**src/hdl/lifo_stack_with_key_update_defines.svh**
```systemverilog
// assertion macros for the lifo stack with key update
// used by the top level; expects clk and rst_n in the including scope
`ifndef LIFO_STACK_WITH_KEY_UPDATE_DEFINES_SVH
`define LIFO_STACK_WITH_KEY_UPDATE_DEFINES_SVH

// same-cycle implication, checked outside reset
`define LSK_ASSERT_NOW(label, ante, cons, msg) \
    label: assert property (@(posedge clk) disable iff (!rst_n) (ante) |-> (cons)) \
        else $error(msg);

// next-cycle implication, checked outside reset
`define LSK_ASSERT_NEXT(label, ante, cons, msg) \
    label: assert property (@(posedge clk) disable iff (!rst_n) (ante) |=> (cons)) \
        else $error(msg);

`endif

```
**src/hdl/lsk_pkg.sv**
```systemverilog
// shared types and constants for the lifo stack with key update
// no dependencies; used by lsk_cell and the top level
package lsk_pkg;

    // field widths
    localparam int unsigned CMD_W    = 2;
    localparam int unsigned ID_W     = 32;
    localparam int unsigned CHAR_W   = 8;
    localparam int unsigned STATUS_W = 2;
    localparam int unsigned FILL_W   = 5;

    // packed stream widths, padded to whole bytes
    localparam int unsigned S_DATA_W = 80;
    localparam int unsigned M_DATA_W = 48;

    // command codes
    typedef enum logic [CMD_W-1:0] {
        CMD_PUSH    = 2'd0,
        CMD_POP     = 2'd1,
        CMD_REPLACE = 2'd2,
        CMD_CLEAR   = 2'd3
    } cmd_t;

    // result status codes
    typedef enum logic [STATUS_W-1:0] {
        STAT_OK       = 2'd0,
        STAT_OVERFLOW = 2'd1,
        STAT_EMPTY    = 2'd2,
        STAT_NOMATCH  = 2'd3
    } status_t;

    // control sequencer states
    typedef enum logic [1:0] {
        ST_IDLE   = 2'b01,
        ST_SELECT = 2'b10
    } state_t;

    // per-cycle control broadcast to every cell
    typedef struct packed {
        logic push;   // shift toward the bottom, new entry into the top cell
        logic pop;    // shift toward the top
        logic cmp;    // capture id compare result
        logic wr;     // overwrite the granted cell
    } cell_ctl_t;

endpackage

```
**src/hdl/lifo_stack_with_key_update.sv**
```systemverilog
// top level of the lifo stack with key update: control, cell chain, output register
// depends on lsk_pkg, lsk_cell, lsk_prio and lifo_stack_with_key_update_defines.svh
//
//  channel | dir | handshake         | payload
//  s_axis  | in  | s_tvalid/s_tready | s_tdata: cmd, new_id, new_char, match_id
//  m_axis  | out | m_tvalid/m_tready | m_tdata: status, entry_id, entry_char, fill_level
//
// push, pop and clear: the result is registered at the accepting edge.
// replace: the cells capture the id compare at the accepting edge; the bottom-first
// priority pick and the overwrite happen in the select state that follows.
// a new request is taken in the cycle the previous result leaves or after it has left.
// reset clears the fill count, the sequencer and the output valid; cell contents
// are not cleared and are never read before a push writes them.
`include "lifo_stack_with_key_update_defines.svh"

module lifo_stack_with_key_update
#(
    parameter int unsigned DEPTH = 16
)
(
    input  logic                           clk,
    input  logic                           rst_n,
    input  logic                           s_tvalid,
    output logic                           s_tready,
    // [1:0] cmd, [33:2] new_id, [41:34] new_char, [73:42] match_id, [79:74] zero
    input  logic [lsk_pkg::S_DATA_W-1:0]   s_tdata,
    output logic                           m_tvalid,
    input  logic                           m_tready,
    // [1:0] status, [33:2] entry_id, [41:34] entry_char, [46:42] fill_level, [47] zero
    output logic [lsk_pkg::M_DATA_W-1:0]   m_tdata
);

    localparam int unsigned CW = $clog2(DEPTH + 1);

    // input fields
    lsk_pkg::cmd_t                in_cmd;
    logic [lsk_pkg::ID_W-1:0]     in_new_id;
    logic [lsk_pkg::CHAR_W-1:0]   in_new_char;
    logic [lsk_pkg::ID_W-1:0]     in_match_id;

    // control
    lsk_pkg::state_t              state_reg;
    lsk_pkg::state_t              state_next;
    logic [CW-1:0]                count_reg;
    logic [CW-1:0]                count_next;
    logic                         out_valid_reg;
    logic                         out_valid_next;
    logic                         out_free;
    logic                         acc;
    logic                         empty;
    logic                         full;
    lsk_pkg::cell_ctl_t           ctl;

    // payload registers
    lsk_pkg::status_t             status_reg;
    lsk_pkg::status_t             status_next;
    logic [lsk_pkg::ID_W-1:0]     eid_reg;
    logic [lsk_pkg::ID_W-1:0]     eid_next;
    logic [lsk_pkg::CHAR_W-1:0]   ech_reg;
    logic [lsk_pkg::CHAR_W-1:0]   ech_next;
    logic [lsk_pkg::ID_W-1:0]     wr_id_reg;
    logic [lsk_pkg::CHAR_W-1:0]   wr_char_reg;

    // cell chain wiring
    logic [lsk_pkg::ID_W-1:0]     cell_id   [DEPTH];
    logic [lsk_pkg::CHAR_W-1:0]   cell_chr  [DEPTH];
    logic [DEPTH-1:0]             cell_hit;
    logic [DEPTH-1:0]             cell_act;
    logic [DEPTH-1:0]             grant;
    logic                         any_hit;

    // unpack the request
    assign in_cmd      = lsk_pkg::cmd_t'(s_tdata[1:0]);
    assign in_new_id   = s_tdata[33:2];
    assign in_new_char = s_tdata[41:34];
    assign in_match_id = s_tdata[73:42];

    // handshake
    assign out_free = !out_valid_reg || m_tready;
    assign s_tready = (state_reg == lsk_pkg::ST_IDLE) && out_free;
    assign acc      = s_tvalid && s_tready;
    assign empty    = (count_reg == '0);
    assign full     = (count_reg == CW'(DEPTH));

    // cell control broadcast
    always_comb
    begin
        ctl.push = acc && (in_cmd == lsk_pkg::CMD_PUSH) && !full;
        ctl.pop  = acc && (in_cmd == lsk_pkg::CMD_POP) && !empty;
        ctl.cmp  = acc && (in_cmd == lsk_pkg::CMD_REPLACE);
        ctl.wr   = (state_reg == lsk_pkg::ST_SELECT);
    end

    // row of cells, cell 0 is the top of the stack
    for (genvar i = 0; i < DEPTH; i++)
    begin : g_cell
        logic [lsk_pkg::ID_W-1:0]   up_id;
        logic [lsk_pkg::CHAR_W-1:0] up_chr;
        logic [lsk_pkg::ID_W-1:0]   lo_id;
        logic [lsk_pkg::CHAR_W-1:0] lo_chr;

        if (i == 0)
        begin : g_top
            assign up_id  = in_new_id;
            assign up_chr = in_new_char;
        end
        else
        begin : g_mid_up
            assign up_id  = cell_id[i-1];
            assign up_chr = cell_chr[i-1];
        end

        if (i == DEPTH - 1)
        begin : g_bottom
            assign lo_id  = '0;
            assign lo_chr = '0;
        end
        else
        begin : g_mid_lo
            assign lo_id  = cell_id[i+1];
            assign lo_chr = cell_chr[i+1];
        end

        assign cell_act[i] = (count_reg > CW'(i));

        lsk_cell u_cell
        (
            .clk        (clk),
            .ctl        (ctl),
            .upper_id   (up_id),
            .upper_char (up_chr),
            .lower_id   (lo_id),
            .lower_char (lo_chr),
            .match_id   (in_match_id),
            .active     (cell_act[i]),
            .grant      (grant[i]),
            .wr_id      (wr_id_reg),
            .wr_char    (wr_char_reg),
            .id         (cell_id[i]),
            .chr        (cell_chr[i]),
            .hit        (cell_hit[i])
        );
    end

    // bottom-first pick among matching cells
    lsk_prio #(.N(DEPTH)) u_prio
    (
        .hit   (cell_hit),
        .grant (grant),
        .any   (any_hit)
    );

    // sequencer, fill count and result
    always_comb
    begin
        state_next     = state_reg;
        count_next     = count_reg;
        out_valid_next = out_valid_reg && !m_tready;
        status_next    = status_reg;
        eid_next       = eid_reg;
        ech_next       = ech_reg;

        case (state_reg)
            lsk_pkg::ST_IDLE:
            begin
                if (acc)
                begin
                    out_valid_next = 1'b1;
                    status_next    = lsk_pkg::STAT_OK;
                    eid_next       = '0;
                    ech_next       = '0;
                    case (in_cmd)
                        lsk_pkg::CMD_PUSH:
                        begin
                            if (full)
                            begin
                                status_next = lsk_pkg::STAT_OVERFLOW;
                            end
                            else
                            begin
                                count_next = count_reg + CW'(1);
                            end
                        end
                        lsk_pkg::CMD_POP:
                        begin
                            if (empty)
                            begin
                                status_next = lsk_pkg::STAT_EMPTY;
                            end
                            else
                            begin
                                count_next = count_reg - CW'(1);
                                eid_next   = cell_id[0];
                                ech_next   = cell_chr[0];
                            end
                        end
                        lsk_pkg::CMD_REPLACE:
                        begin
                            if (empty)
                            begin
                                status_next = lsk_pkg::STAT_EMPTY;
                            end
                            else
                            begin
                                // result comes from the select cycle
                                out_valid_next = 1'b0;
                                state_next     = lsk_pkg::ST_SELECT;
                            end
                        end
                        lsk_pkg::CMD_CLEAR:
                        begin
                            if (empty)
                            begin
                                status_next = lsk_pkg::STAT_EMPTY;
                            end
                            count_next = '0;
                        end
                        default:
                        begin
                            status_next = lsk_pkg::STAT_OK;
                        end
                    endcase
                end
            end
            lsk_pkg::ST_SELECT:
            begin
                out_valid_next = 1'b1;
                state_next     = lsk_pkg::ST_IDLE;
                if (any_hit)
                begin
                    status_next = lsk_pkg::STAT_OK;
                    eid_next    = wr_id_reg;
                    ech_next    = wr_char_reg;
                end
                else
                begin
                    status_next = lsk_pkg::STAT_NOMATCH;
                    eid_next    = '0;
                    ech_next    = '0;
                end
            end
            default:
            begin
                state_next = lsk_pkg::ST_IDLE;
            end
        endcase
    end

    // control registers
    always_ff @(posedge clk or negedge rst_n)
    begin
        if (!rst_n)
        begin
            state_reg     <= lsk_pkg::ST_IDLE;
            count_reg     <= '0;
            out_valid_reg <= 1'b0;
        end
        else
        begin
            state_reg     <= state_next;
            count_reg     <= count_next;
            out_valid_reg <= out_valid_next;
        end
    end

    // result and replace data registers
    always_ff @(posedge clk)
    begin
        status_reg <= status_next;
        eid_reg    <= eid_next;
        ech_reg    <= ech_next;
        if (acc)
        begin
            wr_id_reg   <= in_new_id;
            wr_char_reg <= in_new_char;
        end
    end

    // pack the result; fill count is the live count after the last request
    assign m_tvalid = out_valid_reg;
    assign m_tdata  = {1'b0, lsk_pkg::FILL_W'(count_reg), ech_reg, eid_reg, status_reg};

    // checks
    `LSK_ASSERT_NOW(a_count_bound, 1'b1, count_reg <= CW'(DEPTH), "fill count above depth")
    `LSK_ASSERT_NOW(a_grant_single, state_reg == lsk_pkg::ST_SELECT, $onehot0(grant), "replace grants more than one cell")
    `LSK_ASSERT_NEXT(a_overflow_hold, ctl.cmp == 1'b0 && acc && in_cmd == lsk_pkg::CMD_PUSH && full, m_tvalid && status_reg == lsk_pkg::STAT_OVERFLOW && $stable(count_reg), "overflow push changed the stack")
    `LSK_ASSERT_NEXT(a_replace_wait, acc && in_cmd == lsk_pkg::CMD_REPLACE && !empty, state_reg == lsk_pkg::ST_SELECT && !m_tvalid, "replace result shown before select")
    `LSK_ASSERT_NEXT(a_pop_count, ctl.pop, count_reg == $past(count_reg) - CW'(1), "pop did not lower the fill count")

endmodule

```
**src/hdl/lsk_cell.sv**
```systemverilog
// one stack cell: holds an id and a character, shifts with its neighbors
// depends on lsk_pkg
module lsk_cell
(
    input  logic                           clk,
    input  lsk_pkg::cell_ctl_t             ctl,
    input  logic [lsk_pkg::ID_W-1:0]       upper_id,    // neighbor nearer the top
    input  logic [lsk_pkg::CHAR_W-1:0]     upper_char,
    input  logic [lsk_pkg::ID_W-1:0]       lower_id,    // neighbor nearer the bottom
    input  logic [lsk_pkg::CHAR_W-1:0]     lower_char,
    input  logic [lsk_pkg::ID_W-1:0]       match_id,
    input  logic                           active,      // cell holds a live entry
    input  logic                           grant,       // this cell wins the replace
    input  logic [lsk_pkg::ID_W-1:0]       wr_id,
    input  logic [lsk_pkg::CHAR_W-1:0]     wr_char,
    output logic [lsk_pkg::ID_W-1:0]       id,
    output logic [lsk_pkg::CHAR_W-1:0]     chr,
    output logic                           hit
);

    logic [lsk_pkg::ID_W-1:0]   id_reg;
    logic [lsk_pkg::ID_W-1:0]   id_next;
    logic [lsk_pkg::CHAR_W-1:0] chr_reg;
    logic [lsk_pkg::CHAR_W-1:0] chr_next;
    logic                       hit_reg;
    logic                       hit_next;

    // entry select: shift in, shift out, or overwrite
    always_comb
    begin
        id_next  = id_reg;
        chr_next = chr_reg;
        if (ctl.push)
        begin
            id_next  = upper_id;
            chr_next = upper_char;
        end
        else if (ctl.pop)
        begin
            id_next  = lower_id;
            chr_next = lower_char;
        end
        else if (ctl.wr && grant)
        begin
            id_next  = wr_id;
            chr_next = wr_char;
        end
    end

    // id compare, captured when a replace request comes in
    always_comb
    begin
        hit_next = hit_reg;
        if (ctl.cmp)
        begin
            hit_next = active && (id_reg == match_id);
        end
    end

    // payload storage, no reset
    always_ff @(posedge clk)
    begin
        id_reg  <= id_next;
        chr_reg <= chr_next;
        hit_reg <= hit_next;
    end

    assign id  = id_reg;
    assign chr = chr_reg;
    assign hit = hit_reg;

endmodule

```
**src/hdl/lsk_prio.sv**
```systemverilog
// bottom-first priority pick over the cell hit vector
// no dependencies; highest index means nearest the bottom of the stack
module lsk_prio
#(
    parameter int unsigned N = 16
)
(
    input  logic [N-1:0] hit,
    output logic [N-1:0] grant,
    output logic         any
);

    logic [N-1:0] rev;
    logic [N-1:0] rev_grant;

    // reverse so the bottom cell becomes bit 0
    for (genvar i = 0; i < N; i++)
    begin : g_rev
        assign rev[i]   = hit[N-1-i];
        assign grant[i] = rev_grant[N-1-i];
    end

    // isolate lowest set bit of the reversed vector
    assign rev_grant = rev & (~rev + N'(1));
    assign any       = |hit;

endmodule

```
**config.mk**
```make
export PLATFORM = sky130hd
export DESIGN_NAME = lifo_stack_with_key_update
export DESIGN_NICKNAME = d
export VERILOG_FILES = /design/src/hdl/lsk_pkg.sv /design/src/hdl/lifo_stack_with_key_update.sv /design/src/hdl/lsk_cell.sv /design/src/hdl/lsk_prio.sv
export VERILOG_INCLUDE_DIRS = /design/src /design/src/hdl
export SDC_FILE = /design/constraint.sdc
export NUM_CORES = 1
export LEC_CHECK = 0
export ABC_CLOCK_PERIOD_IN_PS = 9300
export BUFFER_PORTS_ARGS = -buffer_cell sky130_fd_sc_hd__buf_2
export CAP_MARGIN = 20
export CORE_MARGIN = 10
export CORE_UTILIZATION = 35
export CTS_CLUSTER_SIZE = 12
export DETAILED_ROUTE_END_ITERATION = 10
export MAX_ROUTING_LAYER = met4
export PLACE_DENSITY = 0.51
export SYNTH_ARGS = -nofsm -noshare
export SYNTH_HDL_FRONTEND = slang
export SYNTH_SLANG_ARGS = --single-unit
```
**constraint.sdc**
```tcl
create_clock -name clk -period 9.3 [get_ports clk]
set_input_delay 1.86 -clock clk [delete_from_list [all_inputs] [get_ports clk]]
set_output_delay 1.86 -clock clk [all_outputs]
set_load 0.03 [all_outputs]
```
==> impl_metrics.env <==
export IMPL_dr_pass1_iters=6
export IMPL_antenna_found_initial=7
export IMPL_grt_first_pass_wirelength_um=181200
export IMPL_slew_headroom=0.1784
export IMPL_setup_slack_ps=4242
export IMPL_critPathArrivalTime_ps=5580
export IMPL_grt_pass1_vias=24100
export IMPL_antenna_left=0
export IMPL_cts_inserted_buffers=85
export IMPL_power_share_combinational=0.276
export IMPL_cts_resized=0
export IMPL_clkLatencyLatePin_ps=670
export IMPL_holdBufCountCts=0
export IMPL_postSynthCellCount=2576
export IMPL_min_path_type="flip-flop to flip-flop"
export IMPL_p_sw_mw=4.204
export IMPL_hold_viol_final=0
export IMPL_wl_um=127700
export IMPL_tns_ps=0
export IMPL_cts_max_level=3
export IMPL_globalplace_congestion=0.9491
export IMPL_p_per_area_mw_per_mm2=290.8
export IMPL_ys_seq_area_frac=0.5967
export IMPL_yosysWarnings=0
export IMPL_finalNetCount=2647
export IMPL_gr_usage_all_layers=0.2074
export IMPL_slowest_stage="buf_4"
export IMPL_io_pins=134
export IMPL_post_cts_setup_buffers=0
export IMPL_post_place_ws_ps=3671
export IMPL_vdd_drop_max_mv=0.1561
export IMPL_critical_path_max_stage_delay_ps=760
export IMPL_synth_flop_cell="edfxtp_1"
export IMPL_cts_tree="built"
export IMPL_crit_path_start_kind="input pin"
export IMPL_leakage_nw=14.08
export IMPL_drc=0
export IMPL_finalCritPeriodShare=0.5439
export IMPL_holdCritStartpoint="state_reg[1]$_DFFE_PN0P_"
export IMPL_rrSetupSlack_ps=4810
export IMPL_crit_start="m_tready"
export IMPL_drive_above_1_share=0.1341
export IMPL_crit_buf_inv=4
export IMPL_grt_max_degree=193
export IMPL_vias_per_cell=6.263
export IMPL_synth_async_reset_ratio=0.01072
export IMPL_synthTopCellsByArea="edfxtp_1 (59%), a221o_1 (16%), xor2_1 (9.8%)"
export IMPL_p_int_mw=7.872
export IMPL_synth_top_area_cell="edfxtp_1"
export IMPL_synthDistinctLibCells=63
export IMPL_fp_dieH_um=347.2
export IMPL_maxCapViolations=0
export IMPL_globalRouteOverflowTotal=0
export IMPL_vias=25170
export IMPL_port_buffer_count=126
export IMPL_crit_chain="buf_2 > nand2b_1 > nand3_1 > inv_4 > and3_4 > buf_4 > buf_12 > a221o_1"
export IMPL_fin_skew_ps=35.04
export IMPL_worst_slew_pin_slew_ps=1232
export IMPL_cp_required_ps=9820
export IMPL_clockPowerShare=0.272
export IMPL_seqPwrFrac=0.452
export IMPL_crit_family="buffers and inverters"
export IMPL_cp_max_fo=165
export IMPL_synth_edf_count=738
export IMPL_clock_sinks=746
export IMPL_hpwlAfterDp_um=90650
export IMPL_die_area_mm2=0.1206
export IMPL_rows=119
export IMPL_nFillCells=9843
export IMPL_syn_area_mm2=0.03748
export IMPL_worstSetupPathType="input pin to flip-flop"
export IMPL_initial_core_util=0.3540
export IMPL_largest_reg_flops=512
export IMPL_rsz0062_at_grt="false"
export IMPL_end_kind="flip-flop"
export IMPL_wire_per_inst_um=31.77
export IMPL_layoutNonFillerInstCount=4019
export IMPL_synth_area_per_cell_um2=14.55
export IMPL_r2r_start="state_reg[0]$_DFFE_PN1P_"
export IMPL_final_util=0.3923
export IMPL_core_mm2=0.1059
export IMPL_holdWs_ps=516.5
export IMPL_setup_violations=0
export IMPL_ys_ff_latch=746
export IMPL_die_w_um=347.2
export IMPL_synthesis_nets=2668
export IMPL_fmax_mhz=197.7
export IMPL_switching_share=0.3481
export IMPL_area_delta_synth_final_pct=10.82
export IMPL_max_clock_path_buffers=3
export IMPL_clk_pin_slew_ps=60
export IMPL_dp_cells=3856
export IMPL_drt_iter0_drc=3116
export IMPL_timing_final_max_slew_violations=0
export IMPL_synth_top_area_share=0.5913
export IMPL_cts_root_buf="clkbuf_16"
export IMPL_status="finished clean"
export IMPL_finalCriticalPeriod_ps=5058
==> path summary, 6_finish.rpt <==
check | to | cells past startpoint
hold / removal | state_reg[1]$_DFFE_PN0P_ | 1
min in group asynchronous | count_reg[0]$_DFFE_PN0P_ | 1
hold reg to reg | state_reg[1]$_DFFE_PN0P_ | 1
max in group asynchronous | state_reg[0]$_DFFE_PN1P_ | 1
setup / recovery | g_cell[2].u_cell.chr[2]$_DFFE_PP_ | 8
setup reg to reg | g_cell[2].u_cell.chr[2]$_DFFE_PP_ | 7
==> placed cells by master, fill, tap and decap left out, drive strengths merged, types with 13 or more instances in the layout <==
cell    netlist  layout
clkbuf      119     106
o21ai        13      13
edfxtp      738     738
xnor2        94      94
a22o         40      40
nor4        117     117
a21o         45      45
a221o       601     601
nand2        16      16
a21boi       40      40
nand4        42      42
buf         152     163
xor2        419     419
inv          13      16
nand3        17      17
clkinv        0      41
nor2         15      15
==> power groups by stage <==
stage               Sequential, mW  Clock (mW)  Combinational (mW)
global placement              5.47           0                3.23
CTS                           5.43        3.34                3.32
detailed placement            5.50           0                3.30
floorplan                     5.39           0                2.17
finish                        5.45        3.28                3.34
global route                  5.52        3.47                3.54
==> routing by layer <==
metal | GRT usage | share of wire | wire [µm]
met5 | - | 0 | 0
met4 | 0.08664 | 0.044 | 5622
met3 | 0.02437 | 0.064 | 8150
met2 | 0.3099 | 0.45 | 57810
met1 | 0.2839 | 0.44 | 56100
==> cell families (layout without fill, tap and decap cells) <==
logic type,count (synthesis),after routing,share of synthesized area
and+or+nand+nor,249,249,0.04053
adders and majority gates,8,8,0.002671
xor gates and xnor gates,513,513,0.1199
muxes,3,3,0.0008680
DFF,746,746,0.5967
AOI/OAI and AO/OA,772,772,0.1990
other,1,4,0.0001001
buffers and inverters,284,333,0.04026
==> through the flow <==
| step | instance area (µm²) | power [mW] |
|---|---|---|
| CTS | 41470 | 12.09 |
| detailed placement | 38810 | 8.798 |
| global route | 41530 | 12.53 |
| finish | 41530 | 12.08 |
| floorplan | 37480 | 7.569 |
| global placement | 38790 | 8.698 |
==> synth_stat cells, drive strengths merged (3+ instances only) <==
cell	n
a21boi	40
a21o	45
a21oi	8
a221o	601
a22o	40
a31o	6
a31oi	3
and3	3
buf	152
clkbuf	119
dfrtp	7
edfxtp	738
ha	8
inv	13
nand2	16
nand2b	5
nand3	17
nand3b	4
nand4	42
nor2	15
nor3	8
nor3b	4
nor4	117
o21ai	13
o31ai	3
or4	5
xnor2	94
xor2	419
==> cell type report <==
| type | count | area, µm² | area share |
|---|---|---|---|
| multi-input combinational | 1546 | 13690 | 0.3296 |
| timing repair buffer | 163 | 1018 | 0.02452 |
| clock buffer | 106 | 2227 | 0.05362 |
| clock inverter | 51 | 435.4 | 0.01048 |
| inverter | 13 | 51.30 | 0.001235 |
| sequential | 746 | 22360 | 0.5384 |
| antenna | 3 | 7.507 | 0.0001808 |
| tap | 1391 | 1740 | 0.04190 |
No activity file was read; power rests on OpenSTA's default activity.
